**src/rtl/calendar_date_unit_core_defines.svh**
```systemverilog
// Assertion macros shared by the calendar date unit. The including scope
// provides clk and rst.
`ifndef CALENDAR_DATE_UNIT_CORE_DEFINES_SVH
`define CALENDAR_DATE_UNIT_CORE_DEFINES_SVH
`ifndef ASSERT_OFF
`define CDU_ASSERT(lbl, prop) \
  lbl: assert property (@(posedge clk) disable iff (rst) prop) else $error("assertion failed");
`define CDU_ASSERT_IMPL(lbl, pre, post) \
  lbl: assert property (@(posedge clk) disable iff (rst) (pre) |-> (post)) else $error("implication failed");
`else
`define CDU_ASSERT(lbl, prop)
`define CDU_ASSERT_IMPL(lbl, pre, post)
`endif
`endif

```
**src/rtl/cdu_pkg.sv**
```systemverilog
`timescale 1ns / 1ps
package cdu_pkg;

  localparam int NSTG = 8;

  // Serial offset so that 1969-01-01 maps to zero.
  localparam logic [16:0] YEAR_BIAS = 17'd364;
  localparam logic [16:0] LAST_POS  = 17'd65899;
  localparam logic [7:0]  LAST_YIDX = 8'd180;
  localparam logic [7:0]  Y2100_IDX = 8'd131;

  typedef logic [NSTG:1] cdu_adv_t;

  typedef struct packed {
    logic [7:0]  yidx;
    logic [3:0]  month;
    logic [4:0]  day;
    logic [4:0]  mlen;
    logic        leap;
    logic [16:0] ystart;
    logic [2:0]  wd;
  } cdu_ymd_t;

  typedef struct packed {
    logic [11:0] year;
    logic [3:0]  month;
    logic [4:0]  day;
    logic [2:0]  wd;
    logic [4:0]  mlen;
    logic [15:0] mes;
    logic [15:0] res;
  } cdu_shres_t;

  // Days from 1969-01-01 to January 1 of year 1969 + i.
  function automatic logic [16:0] year_start(input logic [7:0] i);
    logic [11:0] y1;
    logic [9:0]  leaps;
    y1 = 12'(i) + 12'd1968;
    leaps = 10'(y1 >> 2) - 10'd492 - ((i > Y2100_IDX) ? 10'd1 : 10'd0);
    return 17'(i) * 17'd365 + 17'(leaps);
  endfunction

  function automatic logic year_leap(input logic [7:0] i);
    logic [7:0] n;
    n = i + 8'd1;
    return (n[1:0] == 2'd0) && (i != Y2100_IDX);
  endfunction

  function automatic logic [8:0] month_start(input logic [3:0] m, input logic leap);
    logic [8:0] s;
    case (m)
      4'd1:    s = 9'd0;
      4'd2:    s = 9'd31;
      4'd3:    s = 9'd59;
      4'd4:    s = 9'd90;
      4'd5:    s = 9'd120;
      4'd6:    s = 9'd151;
      4'd7:    s = 9'd181;
      4'd8:    s = 9'd212;
      4'd9:    s = 9'd243;
      4'd10:   s = 9'd273;
      4'd11:   s = 9'd304;
      4'd12:   s = 9'd334;
      default: s = 9'd0;
    endcase
    if (m > 4'd2 && leap) begin
      s = s + 9'd1;
    end
    return s;
  endfunction

  function automatic logic [4:0] month_len(input logic [3:0] m, input logic leap);
    logic [4:0] l;
    case (m)
      4'd2:                      l = leap ? 5'd29 : 5'd28;
      4'd4, 4'd6, 4'd9, 4'd11:   l = 5'd30;
      default:                   l = 5'd31;
    endcase
    return l;
  endfunction

  function automatic logic [2:0] mod7(input logic [16:0] x);
    logic [5:0] s;
    logic [3:0] s2;
    s = 6'(x[2:0]) + 6'(x[5:3]) + 6'(x[8:6]) + 6'(x[11:9]) + 6'(x[14:12]) + 6'(x[16:15]);
    s2 = 4'(s[2:0]) + 4'(s[5:3]);
    return (s2 >= 4'd7) ? 3'(s2 - 4'd7) : s2[2:0];
  endfunction

  // floor(367 * (m - 2 - 12a) / 12) of the integer date formula.
  function automatic logic [8:0] enc_month_term(input logic [3:0] m);
    logic [8:0] t;
    case (m)
      4'd0:    t = 9'd305;
      4'd1:    t = 9'd336;
      4'd2:    t = 9'd367;
      4'd3:    t = 9'd30;
      4'd4:    t = 9'd61;
      4'd5:    t = 9'd91;
      4'd6:    t = 9'd122;
      4'd7:    t = 9'd152;
      4'd8:    t = 9'd183;
      4'd9:    t = 9'd214;
      4'd10:   t = 9'd244;
      4'd11:   t = 9'd275;
      4'd12:   t = 9'd305;
      4'd13:   t = 9'd336;
      4'd14:   t = 9'd367;
      default: t = 9'd397;
    endcase
    return t;
  endfunction

endpackage

```
**src/rtl/cdu_in_if.sv**
```systemverilog
`timescale 1ns / 1ps
interface cdu_in_if;
  logic        valid;
  logic        ready;
  logic        action;
  logic [15:0] date_serial;
  logic [11:0] month_shift;
  logic        keep_end_of_month;
  logic [11:0] year_in;
  logic [3:0]  month_in;
  logic [4:0]  day_in;

  modport source (output valid, action, date_serial, month_shift, keep_end_of_month,
                  year_in, month_in, day_in, input ready);
  modport sink (input valid, action, date_serial, month_shift, keep_end_of_month,
                year_in, month_in, day_in, output ready);
endinterface

```
**src/rtl/cdu_out_if.sv**
```systemverilog
`timescale 1ns / 1ps
interface cdu_out_if;
  logic        valid;
  logic        ready;
  logic [11:0] year_out;
  logic [3:0]  month_out;
  logic [4:0]  day_out;
  logic [2:0]  weekday;
  logic [4:0]  month_length;
  logic [15:0] month_end_serial;
  logic [15:0] result_serial;
  logic        valid_res;

  modport source (output valid, year_out, month_out, day_out, weekday, month_length,
                  month_end_serial, result_serial, valid_res, input ready);
  modport sink (input valid, year_out, month_out, day_out, weekday, month_length,
                month_end_serial, result_serial, valid_res, output ready);
endinterface

```
**src/rtl/cdu_decode.sv**
```systemverilog
`timescale 1ns / 1ps
module cdu_decode import cdu_pkg::*; (
  input  logic        clk,
  input  cdu_adv_t    adv,
  input  logic [15:0] date_serial,
  output cdu_ymd_t    ymd
);

  logic [16:0] s1_pos;
  logic [7:0]  s1_est;
  logic [2:0]  s1_wd;
  logic [34:0] est_prod;
  logic [16:0] pos_in;

  logic [7:0]  s2_yidx;
  logic [8:0]  s2_doy;
  logic        s2_leap;
  logic [16:0] s2_ys;
  logic [2:0]  s2_wd;
  logic [16:0] ys_lo;
  logic [16:0] ys_hi;
  logic        take_hi;
  logic [7:0]  yidx_sel;
  logic [16:0] ys_sel;

  logic [3:0]  mon;
  logic [8:0]  doy_left;

  assign pos_in   = 17'(date_serial) + YEAR_BIAS;
  assign est_prod = 35'(pos_in) * 35'd183358;

  always_ff @(posedge clk) begin
    if (adv[1]) begin
      s1_pos <= pos_in;
      s1_est <= est_prod[33:26];
      s1_wd  <= mod7(17'(date_serial) + 17'd24594);
    end
  end

  assign ys_lo    = year_start(s1_est);
  assign ys_hi    = year_start(s1_est + 8'd1);
  assign take_hi  = (ys_hi <= s1_pos);
  assign yidx_sel = take_hi ? s1_est + 8'd1 : s1_est;
  assign ys_sel   = take_hi ? ys_hi : ys_lo;

  always_ff @(posedge clk) begin
    if (adv[2]) begin
      s2_yidx <= yidx_sel;
      s2_doy  <= 9'(s1_pos - ys_sel);
      s2_leap <= year_leap(yidx_sel);
      s2_ys   <= ys_sel;
      s2_wd   <= s1_wd;
    end
  end

  always_comb begin
    mon = 4'd1;
    for (int k = 2; k <= 12; k++) begin
      if (s2_doy >= month_start(4'(k), s2_leap)) begin
        mon = mon + 4'd1;
      end
    end
    doy_left = s2_doy - month_start(mon, s2_leap) + 9'd1;
  end

  always_ff @(posedge clk) begin
    if (adv[3]) begin
      ymd.yidx   <= s2_yidx;
      ymd.month  <= mon;
      ymd.day    <= doy_left[4:0];
      ymd.mlen   <= month_len(mon, s2_leap);
      ymd.leap   <= s2_leap;
      ymd.ystart <= s2_ys;
      ymd.wd     <= s2_wd;
    end
  end

endmodule

```
**src/rtl/cdu_encode.sv**
```systemverilog
`timescale 1ns / 1ps
module cdu_encode import cdu_pkg::*; (
  input  logic        clk,
  input  cdu_adv_t    adv,
  input  logic [11:0] year_in,
  input  logic [3:0]  month_in,
  input  logic [4:0]  day_in,
  output logic [15:0] enc_serial
);

  logic               a_neg;
  logic signed [12:0] s1_ya;
  logic [13:0]        s1_n;
  logic [8:0]         s1_t2;
  logic [4:0]         s1_d;

  logic [23:0]        t1_prod;
  logic [26:0]        c_prod;
  logic signed [22:0] s2_t1;
  logic [6:0]         s2_c;
  logic [8:0]         s2_t2;
  logic [4:0]         s2_d;

  logic [8:0]         c3;
  logic signed [24:0] day_num;

  assign a_neg = (month_in <= 4'd2);

  always_ff @(posedge clk) begin
    if (adv[1]) begin
      s1_ya <= $signed({1'b0, year_in}) - (a_neg ? 13'sd1 : 13'sd0);
      s1_n  <= 14'(year_in) + 14'd4900 - (a_neg ? 14'd1 : 14'd0);
      s1_t2 <= enc_month_term(month_in);
      s1_d  <= day_in;
    end
  end

  assign t1_prod = 24'(s1_ya[11:0]) * 24'd1461;
  assign c_prod  = 27'(s1_n) * 27'd10486;

  always_ff @(posedge clk) begin
    if (adv[2]) begin
      s2_t1 <= s1_ya[12] ? -23'sd365 : $signed({1'b0, t1_prod[23:2]});
      s2_c  <= c_prod[26:20];
      s2_t2 <= s1_t2;
      s2_d  <= s1_d;
    end
  end

  assign c3 = 9'(s2_c) * 9'd3;
  assign day_num = 25'(s2_t1) + $signed(25'(s2_t2)) - $signed(25'(c3[8:2]))
                 + $signed(25'(s2_d)) - 25'sd719462;

  always_ff @(posedge clk) begin
    if (adv[3]) begin
      enc_serial <= (day_num >= 25'sd0 && day_num <= 25'sd65535) ? day_num[15:0] : 16'd0;
    end
  end

endmodule

```
**src/rtl/cdu_shift.sv**
```systemverilog
`timescale 1ns / 1ps
module cdu_shift import cdu_pkg::*; (
  input  logic        clk,
  input  cdu_adv_t    adv,
  input  cdu_ymd_t    ymd,
  input  logic [11:0] month_shift,
  input  logic        keep_end_of_month,
  output cdu_shres_t  sres
);

  logic [16:0] pend;
  logic [13:0] u_full;

  logic [12:0] s4_u;
  logic [15:0] s4_mes;
  logic        s4_to_end;
  logic [11:0] s4_year;
  logic [3:0]  s4_month;
  logic [4:0]  s4_day;
  logic [2:0]  s4_wd;
  logic [4:0]  s4_mlen;

  logic [25:0] q_prod;
  logic [12:0] s5_u;
  logic [9:0]  s5_q;
  logic [15:0] s5_mes;
  logic        s5_to_end;
  logic [11:0] s5_year;
  logic [3:0]  s5_month;
  logic [4:0]  s5_day;
  logic [2:0]  s5_wd;
  logic [4:0]  s5_mlen;

  logic [12:0]        mm_full;
  logic [3:0]         nm;
  logic signed [10:0] ni;
  logic               ni_ok;
  logic               nleap;
  logic [4:0]         dmax;
  logic [16:0] s6_ys;
  logic [8:0]  s6_cum;
  logic [4:0]  s6_d;
  logic        s6_ok;
  logic [15:0] s6_mes;
  logic [11:0] s6_year;
  logic [3:0]  s6_month;
  logic [4:0]  s6_day;
  logic [2:0]  s6_wd;
  logic [4:0]  s6_mlen;

  logic [16:0] npos;

  assign pend = ymd.ystart + 17'(month_start(ymd.month, ymd.leap)) + 17'(ymd.mlen) - 17'd1;
  assign u_full = 14'(ymd.yidx) * 14'd12 + 14'(ymd.month) - 14'd1 + 14'd2052
                + {{2{month_shift[11]}}, month_shift};

  always_ff @(posedge clk) begin
    if (adv[4]) begin
      s4_u      <= u_full[12:0];
      s4_mes    <= (pend >= YEAR_BIAS && pend <= LAST_POS) ? 16'(pend - YEAR_BIAS) : 16'd0;
      s4_to_end <= keep_end_of_month && (ymd.day == ymd.mlen);
      s4_year   <= 12'(ymd.yidx) + 12'd1969;
      s4_month  <= ymd.month;
      s4_day    <= ymd.day;
      s4_wd     <= ymd.wd;
      s4_mlen   <= ymd.mlen;
    end
  end

  assign q_prod = 26'(s4_u) * 26'd5462;

  always_ff @(posedge clk) begin
    if (adv[5]) begin
      s5_u      <= s4_u;
      s5_q      <= q_prod[25:16];
      s5_mes    <= s4_mes;
      s5_to_end <= s4_to_end;
      s5_year   <= s4_year;
      s5_month  <= s4_month;
      s5_day    <= s4_day;
      s5_wd     <= s4_wd;
      s5_mlen   <= s4_mlen;
    end
  end

  assign mm_full = s5_u - 13'(s5_q) * 13'd12;
  assign nm      = mm_full[3:0] + 4'd1;
  assign ni      = $signed({1'b0, s5_q}) - 11'sd171;
  assign ni_ok   = (ni >= 11'sd0) && (ni <= $signed({3'b0, LAST_YIDX}));
  assign nleap   = year_leap(ni[7:0]);
  assign dmax    = month_len(nm, nleap);

  always_ff @(posedge clk) begin
    if (adv[6]) begin
      s6_ys    <= year_start(ni[7:0]);
      s6_cum   <= month_start(nm, nleap);
      s6_d     <= (s5_to_end || s5_day > dmax) ? dmax : s5_day;
      s6_ok    <= ni_ok;
      s6_mes   <= s5_mes;
      s6_year  <= s5_year;
      s6_month <= s5_month;
      s6_day   <= s5_day;
      s6_wd    <= s5_wd;
      s6_mlen  <= s5_mlen;
    end
  end

  assign npos = s6_ys + 17'(s6_cum) + 17'(s6_d) - 17'd1;

  always_ff @(posedge clk) begin
    if (adv[7]) begin
      sres.res   <= (s6_ok && npos >= YEAR_BIAS && npos <= LAST_POS) ?
                    16'(npos - YEAR_BIAS) : 16'd0;
      sres.mes   <= s6_mes;
      sres.year  <= s6_year;
      sres.month <= s6_month;
      sres.day   <= s6_day;
      sres.wd    <= s6_wd;
      sres.mlen  <= s6_mlen;
    end
  end

endmodule

```
**src/rtl/calendar_date_unit_core.sv**
```systemverilog
// Calendar date unit: one transaction per clock in and out while the response is not
// stalled, through eight register stages (year estimate, year correction, month search,
// month shift setup, month quotient multiply, target month lookup, target serial sum,
// output register). Action 0 decodes a day serial (1 is 1970-01-01) and shifts it by a
// signed month count; action 1 encodes year, month and day. A stalled response holds
// each full stage behind it, while empty stages still fill; nothing is lost or repeated.
`timescale 1ns / 1ps
`include "calendar_date_unit_core_defines.svh"
module calendar_date_unit_core import cdu_pkg::*; (
  input logic      clk,
  input logic      rst,
  cdu_in_if.sink   req,
  cdu_out_if.source rsp
);

  cdu_adv_t    adv;
  logic [NSTG:1] vld;
  logic [NSTG:1] vld_next;

  logic        act_q  [1:NSTG-1];
  logic        snz_q  [1:NSTG-1];
  logic [11:0] sh_q   [1:3];
  logic        keep_q [1:3];
  logic [15:0] enc_q  [4:NSTG-1];

  cdu_ymd_t    ymd;
  cdu_shres_t  sres;
  logic [15:0] enc_serial;

  always_comb begin
    adv[NSTG] = !vld[NSTG] || rsp.ready;
    for (int k = NSTG - 1; k >= 1; k--) begin
      adv[k] = !vld[k] || adv[k + 1];
    end
    vld_next = vld;
    if (adv[1]) begin
      vld_next[1] = req.valid;
    end
    for (int k = 2; k <= NSTG; k++) begin
      if (adv[k]) begin
        vld_next[k] = vld[k - 1];
      end
    end
  end

  always_ff @(posedge clk) begin
    if (rst) begin
      vld <= '0;
    end else begin
      vld <= vld_next;
    end
  end

  assign req.ready = adv[1];

  always_ff @(posedge clk) begin
    if (adv[1]) begin
      act_q[1]  <= req.action;
      snz_q[1]  <= (req.date_serial != 16'd0);
      sh_q[1]   <= req.month_shift;
      keep_q[1] <= req.keep_end_of_month;
    end
    for (int k = 2; k <= 3; k++) begin
      if (adv[k]) begin
        sh_q[k]   <= sh_q[k - 1];
        keep_q[k] <= keep_q[k - 1];
      end
    end
    for (int k = 2; k <= NSTG - 1; k++) begin
      if (adv[k]) begin
        act_q[k] <= act_q[k - 1];
        snz_q[k] <= snz_q[k - 1];
      end
    end
    if (adv[4]) begin
      enc_q[4] <= enc_serial;
    end
    for (int k = 5; k <= NSTG - 1; k++) begin
      if (adv[k]) begin
        enc_q[k] <= enc_q[k - 1];
      end
    end
  end

  cdu_decode u_decode (
    .clk         (clk),
    .adv         (adv),
    .date_serial (req.date_serial),
    .ymd         (ymd)
  );

  cdu_encode u_encode (
    .clk        (clk),
    .adv        (adv),
    .year_in    (req.year_in),
    .month_in   (req.month_in),
    .day_in     (req.day_in),
    .enc_serial (enc_serial)
  );

  cdu_shift u_shift (
    .clk               (clk),
    .adv               (adv),
    .ymd               (ymd),
    .month_shift       (sh_q[3]),
    .keep_end_of_month (keep_q[3]),
    .sres              (sres)
  );

  always_ff @(posedge clk) begin
    if (adv[NSTG]) begin
      if (act_q[NSTG - 1]) begin
        rsp.year_out         <= 12'd0;
        rsp.month_out        <= 4'd0;
        rsp.day_out          <= 5'd0;
        rsp.weekday          <= 3'd0;
        rsp.month_length     <= 5'd0;
        rsp.month_end_serial <= 16'd0;
        rsp.result_serial    <= enc_q[NSTG - 1];
        rsp.valid_res        <= (enc_q[NSTG - 1] != 16'd0);
      end else begin
        rsp.year_out         <= sres.year;
        rsp.month_out        <= sres.month;
        rsp.day_out          <= sres.day;
        rsp.weekday          <= sres.wd;
        rsp.month_length     <= sres.mlen;
        rsp.month_end_serial <= sres.mes;
        rsp.result_serial    <= sres.res;
        rsp.valid_res        <= snz_q[NSTG - 1] && (sres.res != 16'd0);
      end
    end
  end

  assign rsp.valid = vld[NSTG];

  `CDU_ASSERT_IMPL(a_res_nonzero, rsp.valid && rsp.valid_res, rsp.result_serial != 16'd0)
  `CDU_ASSERT_IMPL(a_day_fits, rsp.valid && rsp.month_out != 4'd0, rsp.day_out <= rsp.month_length && rsp.month_length >= 5'd28)
  `CDU_ASSERT_IMPL(a_enc_zero, rsp.valid && rsp.month_out == 4'd0, rsp.weekday == 3'd0 && rsp.month_end_serial == 16'd0)

endmodule
```
**src/flat_wrapper.sv**
```systemverilog
// flat-port wrapper written by rule: the top's interface ports become plain ports
module calendar_date_unit_core_flat import cdu_pkg::*;
  (clk, rst, req_valid, req_action, req_date_serial, req_month_shift, req_keep_end_of_month, req_year_in, req_month_in, req_day_in, req_ready, rsp_valid, rsp_year_out, rsp_month_out, rsp_day_out, rsp_weekday, rsp_month_length, rsp_month_end_serial, rsp_result_serial, rsp_valid_res, rsp_ready);
  cdu_in_if req_i ();
  cdu_out_if rsp_i ();
  input logic clk;
  input logic rst;
  input wire logic [$bits(req_i.valid)-1:0] req_valid;
  input wire logic [$bits(req_i.action)-1:0] req_action;
  input wire logic [$bits(req_i.date_serial)-1:0] req_date_serial;
  input wire logic [$bits(req_i.month_shift)-1:0] req_month_shift;
  input wire logic [$bits(req_i.keep_end_of_month)-1:0] req_keep_end_of_month;
  input wire logic [$bits(req_i.year_in)-1:0] req_year_in;
  input wire logic [$bits(req_i.month_in)-1:0] req_month_in;
  input wire logic [$bits(req_i.day_in)-1:0] req_day_in;
  output wire logic [$bits(req_i.ready)-1:0] req_ready;
  output wire logic [$bits(rsp_i.valid)-1:0] rsp_valid;
  output wire logic [$bits(rsp_i.year_out)-1:0] rsp_year_out;
  output wire logic [$bits(rsp_i.month_out)-1:0] rsp_month_out;
  output wire logic [$bits(rsp_i.day_out)-1:0] rsp_day_out;
  output wire logic [$bits(rsp_i.weekday)-1:0] rsp_weekday;
  output wire logic [$bits(rsp_i.month_length)-1:0] rsp_month_length;
  output wire logic [$bits(rsp_i.month_end_serial)-1:0] rsp_month_end_serial;
  output wire logic [$bits(rsp_i.result_serial)-1:0] rsp_result_serial;
  output wire logic [$bits(rsp_i.valid_res)-1:0] rsp_valid_res;
  input wire logic [$bits(rsp_i.ready)-1:0] rsp_ready;
  assign req_i.valid = req_valid;
  assign req_i.action = req_action;
  assign req_i.date_serial = req_date_serial;
  assign req_i.month_shift = req_month_shift;
  assign req_i.keep_end_of_month = req_keep_end_of_month;
  assign req_i.year_in = req_year_in;
  assign req_i.month_in = req_month_in;
  assign req_i.day_in = req_day_in;
  assign req_ready = req_i.ready;
  assign rsp_valid = rsp_i.valid;
  assign rsp_year_out = rsp_i.year_out;
  assign rsp_month_out = rsp_i.month_out;
  assign rsp_day_out = rsp_i.day_out;
  assign rsp_weekday = rsp_i.weekday;
  assign rsp_month_length = rsp_i.month_length;
  assign rsp_month_end_serial = rsp_i.month_end_serial;
  assign rsp_result_serial = rsp_i.result_serial;
  assign rsp_valid_res = rsp_i.valid_res;
  assign rsp_i.ready = rsp_ready;
  calendar_date_unit_core u_core (.clk(clk), .rst(rst), .req(req_i), .rsp(rsp_i));
endmodule
```
**config.mk**
```make
export PLATFORM = sky130hd
export DESIGN_NAME = calendar_date_unit_core_flat
export DESIGN_NICKNAME = d
export VERILOG_FILES = /design/src/rtl/cdu_pkg.sv /design/src/rtl/cdu_in_if.sv /design/src/rtl/cdu_out_if.sv /design/src/rtl/cdu_decode.sv /design/src/rtl/cdu_encode.sv /design/src/rtl/cdu_shift.sv /design/src/rtl/calendar_date_unit_core.sv /design/src/flat_wrapper.sv
export VERILOG_INCLUDE_DIRS = /design/src /design/src/rtl
export SDC_FILE = /design/constraint.sdc
export NUM_CORES = 2
export LEC_CHECK = 0
export BUFFER_PORTS_ARGS = -buffer_cell sky130_fd_sc_hd__buf_2
export CAP_MARGIN = 30
export CORE_AREA = 2 2 427 429
export CTS_CLUSTER_DIAMETER = 50
export DETAILED_ROUTE_END_ITERATION = 16
export DIE_AREA = 0 0 429 431
export PLACE_DENSITY = 0.55
export SYNTH_ARGS = -nofsm -noshare
export SYNTH_HDL_FRONTEND = slang
export SYNTH_HIERARCHICAL = 1
export SYNTH_SLANG_ARGS = --single-unit
```
**constraint.sdc**
```tcl
create_clock -name clk -period 12.8 [get_ports clk]
set_input_delay 3.2 -clock clk [delete_from_list [all_inputs] [get_ports clk]]
set_output_delay 3.2 -clock clk [all_outputs]
set_load 0.02 [all_outputs]
```
Word level (Yosys, flattened, before mapping)
Memory sizes are Yosys's and may differ from the RTL's. A register that Yosys moved wholly into a read port is not among the register bits.
Cells that the tools add are included.
{"block": "word_totals", "mem_bits_ro": 576, "elab_cells": 290, "mem_bits_rw": 117, "inputBits": 55, "mem_count": 9, "ff_bits": 528}
{"memory": "(no name shown)", "words": 16, "word_bits": 9, "read_ports": 1, "rd_ports_with_merged_regs": 0, "write_ports": 0, "line": "cdu_pkg.sv:51", "rtl": "case (m)"}
{"memory": "(no name shown)", "words": 16, "word_bits": 9, "read_ports": 1, "rd_ports_with_merged_regs": 1, "write_ports": 0, "line": "cdu_pkg.sv:93", "rtl": "case (m)"}
{"memory": "(no name shown)", "words": 16, "word_bits": 9, "read_ports": 1, "rd_ports_with_merged_regs": 0, "write_ports": 0, "line": "cdu_pkg.sv:51"}
{"memory": "(no name shown)", "words": 16, "word_bits": 9, "read_ports": 1, "rd_ports_with_merged_regs": 1, "write_ports": 0, "line": "cdu_pkg.sv:51"}
{"memory": "u_core.enc_q", "words": 4, "word_bits": 16, "read_ports": 4, "rd_ports_with_merged_regs": 0, "write_ports": 4, "line": "calendar_date_unit_core.sv:24", "rtl": "logic [15:0] enc_q [4:NSTG-1];"}
{"memory": "u_core.sh_q", "words": 3, "word_bits": 12, "read_ports": 3, "rd_ports_with_merged_regs": 0, "write_ports": 3, "line": "calendar_date_unit_core.sv:22", "rtl": "logic [11:0] sh_q [1:3];"}
{"memory": "+3 memories"}
{"block": "classes", "n_lt_le_gt_ge": 29, "mux": 56, "n_mul": 10, "add_sub_neg": 63, "eq_ne": 13, "n_reduce_logical": 36}
{"operator": "adder 17 x 10 -> 17 bit", "n": 3}
{"operator": "multiplier 8 x 9 -> 17 bit (second input constant)", "n": 3}
{"operator": "adder 8 x 11 -> 12 bit (second input constant)", "n": 4}
{"operator": "nonzero test 16 bit", "n": 3}
{"operator": "2-to-1 mux 4 bit", "n": 11}
{"operator": "adder 4 x 1 -> 4 bit (second input constant)", "n": 9}
{"operator": "greater-or-equal comparator 9 x 8 -> 1 bit", "n": 4}
{"operator": "adder 17 x 5 -> 17 bit", "n": 2}
{"operator": "adder 17 x 9 -> 17 bit", "n": 2}
{"operator": "greater-or-equal comparator 17 x 9 -> 1 bit (second input constant)", "n": 2}
{"operator": "less-or-equal comparator 17 bit (second input constant)", "n": 2}
{"operator": "subtractor 17 x 1 -> 17 bit (second input constant)", "n": 2}
{"operator": "multiplier 17 x 17 -> 33 bit (second input constant)", "n": 1}
{"operator": "subtractor 16 x 9 -> 16 bit (second input constant)", "n": 2}
{"operator": "subtractor 10 x 1 -> 10 bit", "n": 3}
{"operator": "subtractor 10 x 9 -> 10 bit (second input constant)", "n": 3}
{"operator": "greater-or-equal comparator 9 bit", "n": 3}
{"operator": "2-to-1 mux 1 bit", "n": 27}
{"operator": "2-to-1 mux 9 bit", "n": 3}
{"operator": "multiplier 14 x 13 -> 26 bit (second input constant)", "n": 1}
{"operator": "adder 25 x 6 -> 25 bit", "n": 1}
{"operator": "greater-or-equal comparator 25 x 1 -> 1 bit (second input constant)", "n": 1}
{"operator": "less-or-equal comparator 25 x 17 -> 1 bit (second input constant)", "n": 1}
{"operator": "multiplier 13 x 12 -> 25 bit (second input constant)", "n": 1}
{"operator": "other kinds (61)", "n": 113}

Depth between registers and ports, before layout
{"block": "depth", "ltp_word": 27, "depth_mapped": 52, "ltp_nobuf": 51}

Modules after synthesis
The synthesis kept the hierarchy.
{"module": "cdu_shift", "cells_each": 1662, "instances": 1, "area_each_um2": 19003.2}
{"module": "cdu_decode", "cells_each": 1601, "instances": 1, "area_each_um2": 16383.2}
{"module": "cdu_encode", "cells_each": 1100, "instances": 1, "area_each_um2": 12004.0}
{"module": "calendar_date_unit_core", "cells_each": 303, "instances": 1, "area_each_um2": 6308.6}

Worst setup path before layout
No wires, ideal clock.
{"block": "synth_path", "path_kind": "input-to-reg", "startpoint": "in req_date_serial[3]", "endpoint": "reg u_core.u_decode.s1_est[5] (data pin)", "path_slack_ns": 2.664, "arrival_time_ns": 9.878, "required_time_ns": 12.542, "path_stages": 33, "cell_sequence": "clkbuf_1 inv_1 ha_1 o21ai_0 nand2_1 inv_1 o21ai_0 inv_1 and2_1 nand2_1 xnor2_1 inv_1 fa_1 inv_1 ha_1 inv_1 fa_1 fa_1 inv_1 fa_1 ha_1 a21o_1 a21o_1 a21o_1 a21o_1 a21o_1 a21oi_1 o21ai_0 a21oi_1 a21oi_1 or3_1 a21oi_1 xnor2_1"}
{"block": "synth_via", "elab_chain_cells": 2}
{"element": "start, declared", "line": "flat_wrapper.sv:10", "rtl": "input wire logic [$bits(req_i.date_serial)-1:0] req_date_serial;"}
{"element": "adder 16 x 9 -> 17 bit", "line": "cdu_decode.sv:29", "rtl": "assign pos_in = 17'(date_serial) + YEAR_BIAS;"}
{"element": "net u_core.u_decode.pos_in[14]", "line": "cdu_decode.sv:13", "rtl": "logic [16:0] pos_in;"}
{"element": "multiplier 17 x 17 -> 33 bit", "line": "cdu_decode.sv:30", "rtl": "assign est_prod = 35'(pos_in) * 35'd183358;"}
{"element": "net u_core.u_decode.est_prod[31]", "line": "cdu_decode.sv:12", "rtl": "logic [34:0] est_prod;"}
{"element": "end signal, assigned", "line": "cdu_decode.sv:35", "rtl": "s1_est <= est_prod[33:26];"}
{"element": "end, declared", "line": "cdu_decode.sv:10", "rtl": "logic [7:0] s1_est;"}
The timed path passes the listed nets, and every way through them passes these cells.
A chain may end at the register's enable or synchronous reset.

Final worst setup path
{"block": "layout_path", "startpoint": "reg u_core.u_decode.s1_est[0]", "endpoint": "reg u_core.u_decode.s2_doy[6] (data pin)"}
{"block": "layout_via", "elab_chain_cells": 8}
{"element": "adder 8 x 1 -> 8 bit", "line": "cdu_decode.sv:41", "rtl": "assign ys_hi = year_start(s1_est + 8'd1);"}
{"element": "adder 8 x 11 -> 12 bit / greater-than comparator 8 bit (equally long branches)", "line": "cdu_pkg.sv:38, cdu_pkg.sv:39"}
{"element": "subtractor 10 x 9 -> 10 bit / 2-to-1 mux 1 bit (equally long branches)", "line": "cdu_pkg.sv:39", "rtl": "leaps = 10'(y1 >> 2) - 10'd492 - ((i > Y2100_IDX) ? 10'd1 : 10'd0);"}
{"element": "subtractor 10 x 1 -> 10 bit", "line": "cdu_pkg.sv:39"}
{"element": "adder 17 x 10 -> 17 bit", "line": "cdu_pkg.sv:40", "rtl": "return 17'(i) * 17'd365 + 17'(leaps);"}
{"element": "less-or-equal comparator 17 bit", "line": "cdu_decode.sv:42", "rtl": "assign take_hi = (ys_hi <= s1_pos);"}
{"element": "2-to-1 mux 17 bit (*)", "line": "cdu_decode.sv:44", "rtl": "assign ys_sel = take_hi ? ys_hi : ys_lo;"}
{"element": "net u_core.u_decode.ys_sel[0]", "line": "cdu_decode.sv:24", "rtl": "logic [16:0] ys_sel;"}
{"element": "subtractor 9 bit (*)", "line": "cdu_decode.sv:49", "rtl": "s2_doy <= 9'(s1_pos - ys_sel);"}
{"element": "end signal, assigned", "line": "cdu_decode.sv:49"}
{"element": "end, declared", "line": "cdu_decode.sv:16", "rtl": "logic [8:0] s2_doy;"}
The timed path passes the listed nets; every way through them passes the cells marked *.

==> results.tsv <==
stage	metric	value	unit
outcome	outcome	finished, final reports clean	
yosys	synthesis.area	53700	sq um
setup_path	max_stage_delay	570	ps
sta	slew_violations	0	
floorplan	die_w	429	microns
floorplan	rows	156	
cts	post_cts_buffers	0	
setup_path	r2r_slack	1770	ps
setup_path	r2r_end	u_core/u_decode/s2_doy[6]	
global_route	overflow	0	
setup_path	critPathLaunch	u_core/u_decode/s1_est[0]	
yosys	ys_seq_elements	648	
global_route	grt_max_degree	76	
routing	postRouteAntennaNets	0	
routing	routed_via_density	4.438	
setup_path	reg2reg_from	u_core/u_decode/s1_est[0]	
sta	finClkSkew	25.47	ps
yosys	synth_warnings	6	
setup_path	crit_fanout	12	
routing	drc	0	
run	drv_cap	0	
cts	cts_tree	built	
floorplan	initial_core_util	29.81	%
place	numPortBuffers	118	
cts	clk_path_buf_depth	3	
cells_and_area	mostFrequentLayoutCell	inv_1	
setup_path	cp-endpoint	u_core/u_decode/s2_doy[6]	
cts	cts_hold_buffers	0	
global_route	grt_pass1_wl	180.8	mm
cells_and_area	fillCellCount	18015	
sta	fin_ws	1765	ps
yosys	syn_inst	4666	
cells_and_area	syn_to_final_growth	11.99	%
sta	tightest_slew	993.2	ps
floorplan	fp.dieH	431	microns
setup_path	cp.required	13230	ps
sta	slew_headroom	33.56	%
sta	finalSetupTns	0	ps
place	dp_worst_setup_slack	1764	ps
cts	cts.sinks	648	
setup_path	crit_arrival	11470	ps
yosys	ys_seq_area_share	36.09	%
setup_path	cp_slowest_cell	edfxtp_1	
place	routabilityCongestion	0.8474	
worst_hold_path	hold_class	reg2reg	
sta	max_freq	90.62	MHz
cells_and_area	final_cell_mix	1,006 x inv_1, 867 x ha_1, 640 x edfxtp_1	
cts	cts_inserted_buffers	90	
sta	finalCriticalPeriod	11030	ps
sta	rsz0062_at_grt	no	
sta	setup_viol	0	
global_route	grt_pass1_vias	33952	
setup_path	end_kind	flop	
yosys	synth-main-ff-cell	edfxtp_1	
cells_and_area	drive_above_1_share	8.776	%
sta	timing.final.crit_share	86.21	%
cts	cts-root-buf	clkbuf_16	
setup_path	ff2ff_path_depth	50	
cts	path_clk_slew	60	ps
setup_path	critPathMostFrequentCell	inv_1	
routing	routed_wl	109.6	mm
sta	hold_viol	0	
cts	worstSkewPairLatency	700	ps
setup_path	cp-start-kind	flop	
place	dpl.hpwl	89.24	mm
floorplan	fp.coreArea	180200	sq um
yosys	async_reset_ff_share	0	%
routing	num_vias	32323	
cells_and_area	fin_nets	6138	
setup_path	crit_type	reg2reg	
global_route	grt_antenna_before_repair	5	
yosys	syn_avg_cell_area	11.51	sq um
global_route	grtUsageTotal	12.16	%
cts	htreeDepth	3	
routing	drtIter0Drc	1457	
yosys	ys_types	130	
cts	post_cts_resized	0	
floorplan	die_area	184900	sq um
floorplan	pin_count	119	
yosys	synth_edf_count	640	
routing	first_pass_iters	5	
routing	routedWlPerCell	15.05	microns
-- stage by stage --
stage                     instances  hold slack [ps]  util [%]  area (sq um)
final                          7283            390.0     33.38         60140
after global routing           7282            400.7     33.38         60130
after CTS                      7279            388.6     33.35         60080
after detailed placement       7114            404.5     31.68         57080
after global placement         7113            401.8     31.68         57070
after floorplan                4668            400.3         -         53710
-- sequential cells by signal, summed over array words and instances (netlist names), 10 cells and up --
name,count
u_core/u_shift/s6_mes,16
u_core/rsp.result_serial,16
u_core/u_encode/enc_serial,16
u_core/u_shift/s5_year,12
u_core/rsp.month_end_serial,16
u_core/u_shift/s4_year,12
u_core/u_shift/s6_ys,17
u_core/u_shift/s6_year,12
u_core/u_decode/s1_pos,17
u_core/u_encode/s1_ya,13
u_core/u_encode/s1_n,12
u_core/u_encode/s2_t1,22
u_core/sh_q,36
u_core/u_shift/s5_q,10
u_core/u_shift/sres,61
u_core/enc_q,64
u_core/u_shift/s5_mes,16
u_core/u_decode/ymd,40
u_core/u_decode/s2_ys,17
u_core/u_shift/s4_u,13
u_core/rsp.year_out,12
u_core/u_shift/s4_mes,16
-- cell type report --
class | count | area (sq um) | area share (%)
inverter | 1013 | 3810 | 6.335
multi-input combinational | 2943 | 30160 | 50.15
clock inverter | 67 | 711.9 | 1.184
clock buffer | 98 | 2282 | 3.795
timing repair buffer | 142 | 823.3 | 1.369
tap | 2370 | 2965 | 4.931
antenna | 2 | 5.005 | 0.008322
sequential | 648 | 19380 | 32.22
-- cell usage after synthesis (all sizes together), types with 14 or more instances --
library cell     n  share of area [%]
o21bai          37               0.52
clkbuf          34               0.28
nor3            69               0.74
a21o            84                1.2
edfxtp         640                 36
xnor2          212                3.5
ha             867                 20
a211oi          42               0.60
fa             378                 14
nand2          142               0.99
mux2i           28               0.53
o211ai          18               0.28
or3             14               0.19
xor2            99                1.7
buf             30               0.44
inv           1012                7.1
o31ai           19               0.30
nor2b           67               0.78
a21oi          167                1.6
nor4            22               0.28
and3            32               0.38
nand3           58               0.57
o21a            41               0.57
mux2            29               0.62
or2             16               0.19
and2            27               0.33
nand2b          18               0.21
nand4           21               0.30
nor2           131               0.92
o21ai          105               0.99
a31oi           22               0.26
-- cells by family after synthesis --
family / count (synthesis) / synth area share (%)
DFF: 648 / 36.09
buffers and inverters: 1077 / 7.803
other: 1 / 0.006983
and+or+nand+nor: 660 / 6.571
AOI/OAI and AO/OA: 660 / 8.679
adders and majority gates: 1247 / 34.33
xor gates and xnor gates: 313 / 5.245
muxes: 60 / 1.277
-- routing by layer --
layer	wire, microns	GRT usage, %
met1	50550	15.79
met2	52800	20.89
met3	3320	1.667
met4	2940	3.904
met5	21	0
-- worst max-delay path: cells and delay by family (launching register included) --
kind / cells / cell delay (ps)
XOR/XNOR: 3 / 570
multiplexers: 1 / 280
AND/OR/NAND/NOR: 7 / 1100
flip-flops: 1 / 570
adder cells (fa/ha/maj): 14 / 4620
AO/OA/AOI/OAI: 16 / 2850
buffers and inverters: 9 / 780
-- worst min-delay path by stage --
stage                              from                        to  slack, ps  cells past startpoint
6_report            u_core/enc_q[1][44]       u_core/enc_q[1][60]        390                      0
5_1_grt             u_core/enc_q[1][46]       u_core/enc_q[1][62]        400                      0
4_1_cts             u_core/enc_q[1][44]       u_core/enc_q[1][60]        390                      0
3_5_place_dp         u_core/enc_q[1][5]       u_core/enc_q[1][21]        400                      0
3_3_place_gp   u_core/u_shift/s4_mes[2]  u_core/u_shift/s5_mes[2]        400                      0
2_1_floorplan        u_core/act_q[0][0]        u_core/act_q[0][1]        400                      0
Power is not shown: default switching activity piles up to over one toggle a cycle in this logic, so the estimate is an artifact.
